$ cat src/design/sle_pkg.sv
package sle_pkg;

  localparam int LetterW    = 8;
  localparam int DigitW     = 3;
  localparam int HeldW      = 3;
  localparam int DigitSlots = 6;

  localparam logic [HeldW-1:0]   HeldEmpty = 3'd0;
  localparam logic [HeldW-1:0]   HeldOne   = 3'd1;
  localparam logic [HeldW-1:0]   HeldFull  = 3'd7;
  localparam logic [DigitW-1:0]  DigitNone = 3'd0;

  localparam logic [LetterW-1:0] CharUpperA = 8'h41;
  localparam logic [LetterW-1:0] CharUpperZ = 8'h5a;
  localparam logic [LetterW-1:0] CharLowerA = 8'h61;
  localparam logic [LetterW-1:0] CharLowerZ = 8'h7a;
  localparam logic [LetterW-1:0] CaseOffset = 8'h20;

  typedef logic [DigitW-1:0]                  digit_t;
  typedef logic [DigitSlots-1:0][DigitW-1:0]  digits_t;

  typedef struct packed {
    logic               is_letter;
    logic [LetterW-1:0] folded;
    digit_t             digit;
  } letter_info_t;

  typedef struct packed {
    logic [LetterW-1:0] lead;
    digits_t            digits;
  } code_t;

  // Soundex digit for a..z by alphabet position, 0 for skipped letters
  function automatic digit_t soundex_digit(input logic [4:0] idx);
    digit_t d;
    unique case (idx)
      5'd1, 5'd5, 5'd15, 5'd21:                        d = 3'd1;
      5'd2, 5'd6, 5'd9, 5'd10, 5'd16, 5'd18, 5'd23,
      5'd25:                                           d = 3'd2;
      5'd3, 5'd19:                                     d = 3'd3;
      5'd11:                                           d = 3'd4;
      5'd12, 5'd13:                                    d = 3'd5;
      5'd17:                                           d = 3'd6;
      default:                                         d = DigitNone;
    endcase
    return d;
  endfunction

endpackage

$ cat src/design/sle_letter_map.sv
module sle_letter_map
  import sle_pkg::*;
(
  input  logic [LetterW-1:0] letter,
  output letter_info_t       info
);

  logic [LetterW-1:0] folded;
  logic [LetterW-1:0] offset;
  logic               is_letter;

  always_comb begin
    if (letter >= CharUpperA && letter <= CharUpperZ) begin
      folded = letter + CaseOffset;
    end else begin
      folded = letter;
    end
    is_letter = (folded >= CharLowerA) && (folded <= CharLowerZ);
    offset    = folded - CharLowerA;
    info.is_letter = is_letter;
    info.folded    = folded;
    info.digit     = is_letter ? soundex_digit(offset[4:0]) : DigitNone;
  end

endmodule

$ cat src/design/sle_word_state.sv
module sle_word_state
  import sle_pkg::*;
(
  input  logic         clk,
  input  logic         rst,
  input  logic         step,
  input  logic         is_last,
  input  letter_info_t info,
  output code_t        code_next
);

  logic [HeldW-1:0]   chars_held;
  logic [HeldW-1:0]   chars_held_next;
  logic [LetterW-1:0] lead_char;
  logic [LetterW-1:0] lead_char_next;
  digits_t            code_digits;
  digits_t            code_digits_next;
  logic [HeldW-1:0]   slot;

  always_comb begin
    chars_held_next  = chars_held;
    lead_char_next   = lead_char;
    code_digits_next = code_digits;
    slot             = chars_held - HeldOne;
    if (chars_held == HeldEmpty) begin
      lead_char_next  = info.folded;
      chars_held_next = HeldOne;
    end else if (info.is_letter && info.digit != DigitNone && chars_held < HeldFull) begin
      code_digits_next[slot] = info.digit;
      chars_held_next        = chars_held + HeldOne;
    end
    code_next.lead   = lead_char_next;
    code_next.digits = code_digits_next;
  end

  // word finished: back to empty for the next word
  always_ff @(posedge clk) begin
    if (rst) begin
      chars_held  <= HeldEmpty;
      lead_char   <= '0;
      code_digits <= '0;
    end else if (step) begin
      if (is_last) begin
        chars_held  <= HeldEmpty;
        lead_char   <= '0;
        code_digits <= '0;
      end else begin
        chars_held  <= chars_held_next;
        lead_char   <= lead_char_next;
        code_digits <= code_digits_next;
      end
    end
  end

endmodule

$ cat src/design/soundex_letter_encoder.sv
// Path: input register, then state update into the code register, which raises code_valid.
// Throughput: one letter per cycle while no last letter waits on a stalled code word.
// A letter that ends no word leaves no output word.
// Reset (rst, synchronous): both registers empty, word state cleared to no lead letter.
module soundex_letter_encoder
  import sle_pkg::*;
(
  input  logic               clk,
  input  logic               rst,
  input  logic               letter_valid,
  output logic               letter_stall,
  input  logic [LetterW-1:0] letter,
  input  logic               is_last,
  output logic               code_valid,
  input  logic               code_stall,
  output logic [LetterW-1:0] first_letter,
  output logic [DigitW-1:0]  digit_one,
  output logic [DigitW-1:0]  digit_two,
  output logic [DigitW-1:0]  digit_three,
  output logic [DigitW-1:0]  digit_four,
  output logic [DigitW-1:0]  digit_five,
  output logic [DigitW-1:0]  digit_six
);

  logic               in_vld;
  logic [LetterW-1:0] in_letter;
  logic               in_last;
  logic               advance;
  logic               out_free;
  letter_info_t       info;
  code_t              code_next;
  code_t              code_q;

  // a non-final letter never needs the code register
  assign out_free     = !code_valid || !code_stall;
  assign advance      = in_vld && (!in_last || out_free);
  assign letter_stall = in_vld && !advance;

  always_ff @(posedge clk) begin
    if (rst) begin
      in_vld <= 1'b0;
    end else if (!letter_stall) begin
      in_vld <= letter_valid;
    end
  end

  always_ff @(posedge clk) begin
    if (!letter_stall && letter_valid) begin
      in_letter <= letter;
      in_last   <= is_last;
    end
  end

  sle_letter_map u_map (
    .letter (in_letter),
    .info   (info)
  );

  sle_word_state u_state (
    .clk       (clk),
    .rst       (rst),
    .step      (advance),
    .is_last   (in_last),
    .info      (info),
    .code_next (code_next)
  );

  always_ff @(posedge clk) begin
    if (rst) begin
      code_valid <= 1'b0;
    end else if (out_free) begin
      code_valid <= advance && in_last;
    end
  end

  always_ff @(posedge clk) begin
    if (advance && in_last) begin
      code_q <= code_next;
    end
  end

  assign first_letter = code_q.lead;
  assign digit_one    = code_q.digits[0];
  assign digit_two    = code_q.digits[1];
  assign digit_three  = code_q.digits[2];
  assign digit_four   = code_q.digits[3];
  assign digit_five   = code_q.digits[4];
  assign digit_six    = code_q.digits[5];

endmodule

$ cat config.mk
export PLATFORM = sky130hd
export DESIGN_NAME = soundex_letter_encoder
export DESIGN_NICKNAME = d
export VERILOG_FILES = /design/src/design/sle_pkg.sv /design/src/design/sle_letter_map.sv /design/src/design/sle_word_state.sv /design/src/design/soundex_letter_encoder.sv
export SDC_FILE = /design/constraint.sdc
export NUM_CORES = 1
export LEC_CHECK = 0
export BUFFER_PORTS_ARGS = -buffer_cell sky130_fd_sc_hd__buf_4
export CORE_AREA = 2 2 76 78
export CTS_CLUSTER_DIAMETER = 200
export DETAILED_ROUTE_END_ITERATION = 10
export DIE_AREA = 0 0 78 80
export PLACE_DENSITY = 0.87
export SLEW_MARGIN = 20
export SYNTH_ARGS = -nofsm -noshare
export SYNTH_HDL_FRONTEND = slang
export SYNTH_SLANG_ARGS = --single-unit
$ cat constraint.sdc
create_clock -name clk -period 8.5 [get_ports clk]
set_clock_uncertainty 0.15 [all_clocks]
set_input_delay 0.85 -clock clk [delete_from_list [all_inputs] [get_ports clk]]
set_output_delay 0.85 -clock clk [all_outputs]
set_load 0.01 [all_outputs]
Yosys cells after proc, flatten, opt, wreduce, memory -nomap -nowiden

Memories as Yosys holds them, arrays and structs flattened.
Cells that the tools add are included.

Register bits: 66
Bits in read-only memories: 96
Input bits: 13
Output and inout bits: 28
Memories: 1

Add/sub/neg operators: 4
Order comparisons: 7
Multiplexer cells: 13
Reductions and logical operators: 20

Memories:

| memory           | words | width | rd ports | clocked after memory_dff | write ports | RTL line      | text |
|---|---|---|---|---|---|---|---|
| (name not given) | 32    | 3     | 1        | 0                        | 0           | sle_pkg.sv:36 | `unique case (idx)` |

Operator list:

| operator              | count |
|---|---|
| $mux W18              | 3 |
| $mux W8               | 3 |
| $bwmux W18            | 1 |
| $ge A8 B7 Y1 const B  | 2 |
| $le A8 B7 Y1 const B  | 2 |
| $mux W3               | 5 |
| $demux W3 S3          | 1 |
| $logic_and A1 B1 Y1   | 9 |
| $add A8 B6 Y8 const B | 1 |
| $reduce_bool A3 Y1    | 2 |
| $logic_not A1 Y1      | 5 |
| $sub A5 B1 Y5 const B | 1 |
| $lt A3 B4 Y1 const B  | 1 |
| $add A3 B1 Y3 const B | 1 |
| $ge A3 B1 Y1 const B  | 1 |
| $logic_not A3 Y1      | 1 |
| $lt A3 B3 Y1 const B  | 1 |
| $sub A3 B1 Y3 const B | 1 |
| $logic_or A1 B1 Y1    | 2 |
| $reduce_and A2 Y1     | 1 |

Longest topological paths before layout

Depth in word-level cells: 12
Gate-level depth with buffers: 14

Hierarchy

A second synthesis with hierarchy kept.

Cells, all modules: 315
Area total of the unflattened synthesis: 3,244.4 sq um

By module, submodules not included:

| module                 | times used | cells each | area an instance (sq um) | seq. area each (sq um) |
|---|---|---|---|---|
| sle_word_state         | 1          | 205        | 1,660.3                  | 580.6 |
| soundex_letter_encoder | 1          | 48         | 1,143.6                  | 1,091.0 |
| sle_letter_map         | 1          | 62         | 440.4                    | 0.0 |

Least setup slack after synthesis

No wires, ideal clock.

Kind: register to register
Start point: register in_letter[1]
End point: register code_q, in the netlist digit_five[0] (data pin)
Data arrival time: 3,034 ps
Required time: 8,090 ps
Path slack: 5,056 ps
Cell stages (with the launch flop): 13
Path through: edfxtp_1 > inv_1 > ha_1 > buf_2 > inv_1 > ha_1 > clkbuf_1 > nand2_1 > o31a_1 > o211ai_1 > nor3_4 > nor3_1 > mux2_2

RTL lines:

| item                     | RTL line                     | text |
|---|---|---|
| start: declaration       | soundex_letter_encoder.sv:26 | `logic [LetterW-1:0] in_letter;` |
| start signal: assignment | soundex_letter_encoder.sv:49 | `in_letter <= letter;` |
| end signal: assignment   | soundex_letter_encoder.sv:78 | `code_q <= code_next;` |
| end: declaration         | soundex_letter_encoder.sv:32 | `code_t code_q;` |

==> results.json <==
{
  "cts-buffers-inserted": 9,
  "fp.dieW_um": 78,
  "critical_path_depth": 11,
  "synth.top_cell.area_share": 0.3184,
  "antennaDiodeCount": 0,
  "p_clk_frac": 0.377,
  "muxShareOfSynthArea": 0.06748,
  "yosysWarningCount": 0,
  "reg2regPathDepth": 11,
  "synthArstFlopShare": 0,
  "antenna_left": 0,
  "routedWlPerCell_um": 16.37,
  "synth_fa_ha_area_frac": 0.04170,
  "nFillCells": 394,
  "criticalPathCategory": "flop to flop",
  "viasPerCell": 5.998,
  "power_w": 0.0006859,
  "yosys_most_used_dff": "edfxtp_1",
  "reg2reg_from": "in_letter[1]",
  "first_global_vias": 2352,
  "gr-total-overflow": 0,
  "cts_setup_buffers": 0,
  "slew-limit-headroom": 0.5225,
  "synth-edff-count": 35,
  "pwr-share-seq": 0.514,
  "cts.clk_slew.worst_paths_ns": 0.07,
  "drt_pre_antenna_iters": 4,
  "hold_buffers": 0,
  "grt_max_degree": 24,
  "setup_ws_ns": 4.727,
  "rrSetupSlack_ns": 4.73,
  "startpoint_type": "flop",
  "status": "finished, final reports clean",
  "yosysUniqueCellTypes": 57,
  "avgSynthCellArea_sq_um": 11.30,
  "area_growth_pct": 15.92,
  "combinationalPowerShare": 0.108,
  "synth_top_family_by_area": "compound AO/OA/AOI/OAI gates",
  "final_hold_viol_count": 0,
  "slew_violations": 0,
  "p_leak_nw": 1.435,
  "post_cts_resized": 0,
  "drc": 0,
  "fp.coreArea_sq_um": 5405,
  "post-place-ws_ns": 4.795,
  "crit_path_end": "digit_five[2]",
  "end_kind": "flop",
  "drt_iter0_drc": 154,
  "port_buffers": 40,
  "ys_ff_latch": 66,
  "synth_largest_area_cell": "edfxtp_1",
  "arrival_ns": 3.71,
  "yosysSeqAreaShare": 0.5064,
  "insertion_delay_ns": 0.34,
  "synth_xor_area_frac": 0.01857,
  "cts_sinks": 66,
  "rows": 27,
  "drive_above_1_share": 0.2567,
  "htree_levels": 3,
  "drv_cap": 0,
  "fmax_mhz": 265.1,
  "synth_compound_area_frac": 0.1694,
  "grt_antenna_before_repair": 0,
  "setup_viol": 0,
  "die_y_um": 80,
  "gp_congestion": 0.8816,
  "crit_chain": "inv_1 > ha_1 > inv_1 > ha_1 > nor4bb_1 > o21a_1 > o21ai_0 > o211ai_1 > nor3_4 > nor3_1 > mux2_2",
  "path_max_fanout": 11,
  "cts_max_path_buffers": 2,
  "synth_simple_gate_area_frac": 0.1657,
  "grt_pass1_wl_mm": 11.23,
  "dp_hpwl_mm": 4.670,
  "crit_start": "in_letter[1]",
  "path_buf_inv": 2,
  "cts_tree": "yes",
  "post-synth-top-count-cell": "edfxtp_1",
  "cpPeakStageDelay_ns": 0.51,
  "hold_path.class": "flop to flop",
  "dieArea_sq_um": 6240,
  "syn-cell-area_sq_um": 3301,
  "cts_root_buffer": "clkbuf_8",
  "hold_ws_ns": 0.3177,
  "rsz0062_at_grt": "no",
  "io_pins": 41,
  "rr_endpoint": "digit_five[2]",
  "tightestPinTransition_ns": 0.7096,
  "period_needed_ns": 3.773,
  "switchingPower_w": 0.0001712,
  "critPathTopFamily": "simple AND/OR/NAND/NOR gates",
  "p_per_area_nw_per_um2": 179.3,
  "timing.final.crit_share": 0.4438,
  "fin_tns_setup_ns": 0,
  "synthCells": 292,
  "internal_power_w": 0.0005147,
  "start_util": 0.6106,
  "ys_top_cells_by_area": "edfxtp_1, dfxtp_1, mux2_2, ha_1, nand2_1",
  "ir_worst_vdd_uv": 99.69,
  "routed_wirelength_mm": 6.661,
  "nNetsFinal": 354,
  "synth_fp_nets": 316,
  "swShare": 0.2496,
  "grt_use_total": 0.2349,
  "required_ns": 8.44,
  "dr_total_vias": 2441,
  "synth_common_cells": "edfxtp_1, dfxtp_1, nand2_1, mux2_2, nor2_1",
  "worst_path_max_delay_cell": "edfxtp_1"
}
-- logic make-up (layout without fill, tap and decap cells) --
| group | Yosys count | in the layout |
|---|---|---|
| buffers and inverters | 23 | 66 |
| DFF | 66 | 66 |
| xor gates and xnor gates | 7 | 7 |
| muxes | 20 | 20 |
| adders and majority gates | 11 | 11 |
| and+or+nand+nor | 93 | 93 |
| AOI/OAI and AO/OA | 72 | 72 |
-- stage by stage --
stage                     area [sq um]    util  std cells
final                             3826  0.7079        407
after global routing              3826  0.7079        407
after CTS                         3826  0.7079        407
after detailed placement          3631  0.6718        391
after global placement            3631  0.6718        391
after floorplan                   3301       -        292
-- power groups by stage --
stage          registers (W)  clock network [W]  logic (W)
2_1_floorplan       0.000357                  0  0.0000539
3_3_place_gp        0.000359                  0  0.0000714
3_5_place_dp        0.000360                  0  0.0000734
4_1_cts             0.000353           0.000265  0.0000742
5_1_grt             0.000354           0.000279  0.0000815
6_report            0.000353           0.000259  0.0000743
-- worst register-to-register path: stages (launching register included) --
cell and delay [ns]:
edfxtp_1 0.51, inv_1 0.18, ha_1 0.33, inv_1 0.10
ha_1 0.42, nor4bb_1 0.34, o21a_1 0.17, o21ai_0 0.08
o211ai_1 0.22, nor3_4 0.14, nor3_1 0.49, mux2_2 0.40
-- state kept, by name, summed over array words and instances, names as in the netlist, 3 cells and up --
name / count
in_letter: 8
digit_four: 3
digit_five: 3
u_state.chars_held: 3
u_state.lead_char: 8
u_state.code_digits: 18
digit_one: 3
digit_two: 3
digit_six: 3
digit_three: 3
first_letter: 8
-- placed cells by master, fill, tap and decap left out, drive strengths merged, types with 5 or more instances in the layout --
cell type / count
nand2: 26
clkbuf: 11
mux2: 18
edfxtp: 35
o2bb2ai: 9
a21oi: 10
inv: 9
buf: 41
nor2: 17
ha: 11
nor3: 8
dfxtp: 31
a22oi: 9
xnor2: 6
a22o: 10
o21ai: 10
and3: 5
-- cell type report --
class	count	area (sq um)	share of cell area
Multi-Input combinational cell	203	1528	0.3993
Timing Repair Buffer	41	307.8	0.08044
Sequential cell	66	1672	0.4369
Inverter	9	33.78	0.008829
Tap cell	72	90.09	0.02354
Clock buffer	11	141.4	0.03695
Clock inverter	5	53.80	0.01406
-- worst min path at each step --
stage | end | slack (ns) | cells past startpoint | startpoint
floorplan | u_state.code_digits[0] | 0.28 | 1 | u_state.code_digits[0]
global placement | u_state.code_digits[10] | 0.29 | 1 | u_state.code_digits[10]
detailed placement | u_state.code_digits[7] | 0.30 | 1 | u_state.code_digits[7]
CTS | u_state.code_digits[7] | 0.32 | 1 | u_state.code_digits[7]
global route | u_state.code_digits[10] | 0.34 | 1 | u_state.code_digits[10]
finish | u_state.code_digits[12] | 0.32 | 1 | u_state.code_digits[12]
-- routing by layer --
layer	global-route usage	share of wire	up-vias
li1	-	-	1184
met1	0.2856	0.42	1158
met2	0.3983	0.51	85
met3	0.06561	0.057	14
met4	0.08947	0.015	0
met5	0	0	-
(Power assumes the default switching activity.)
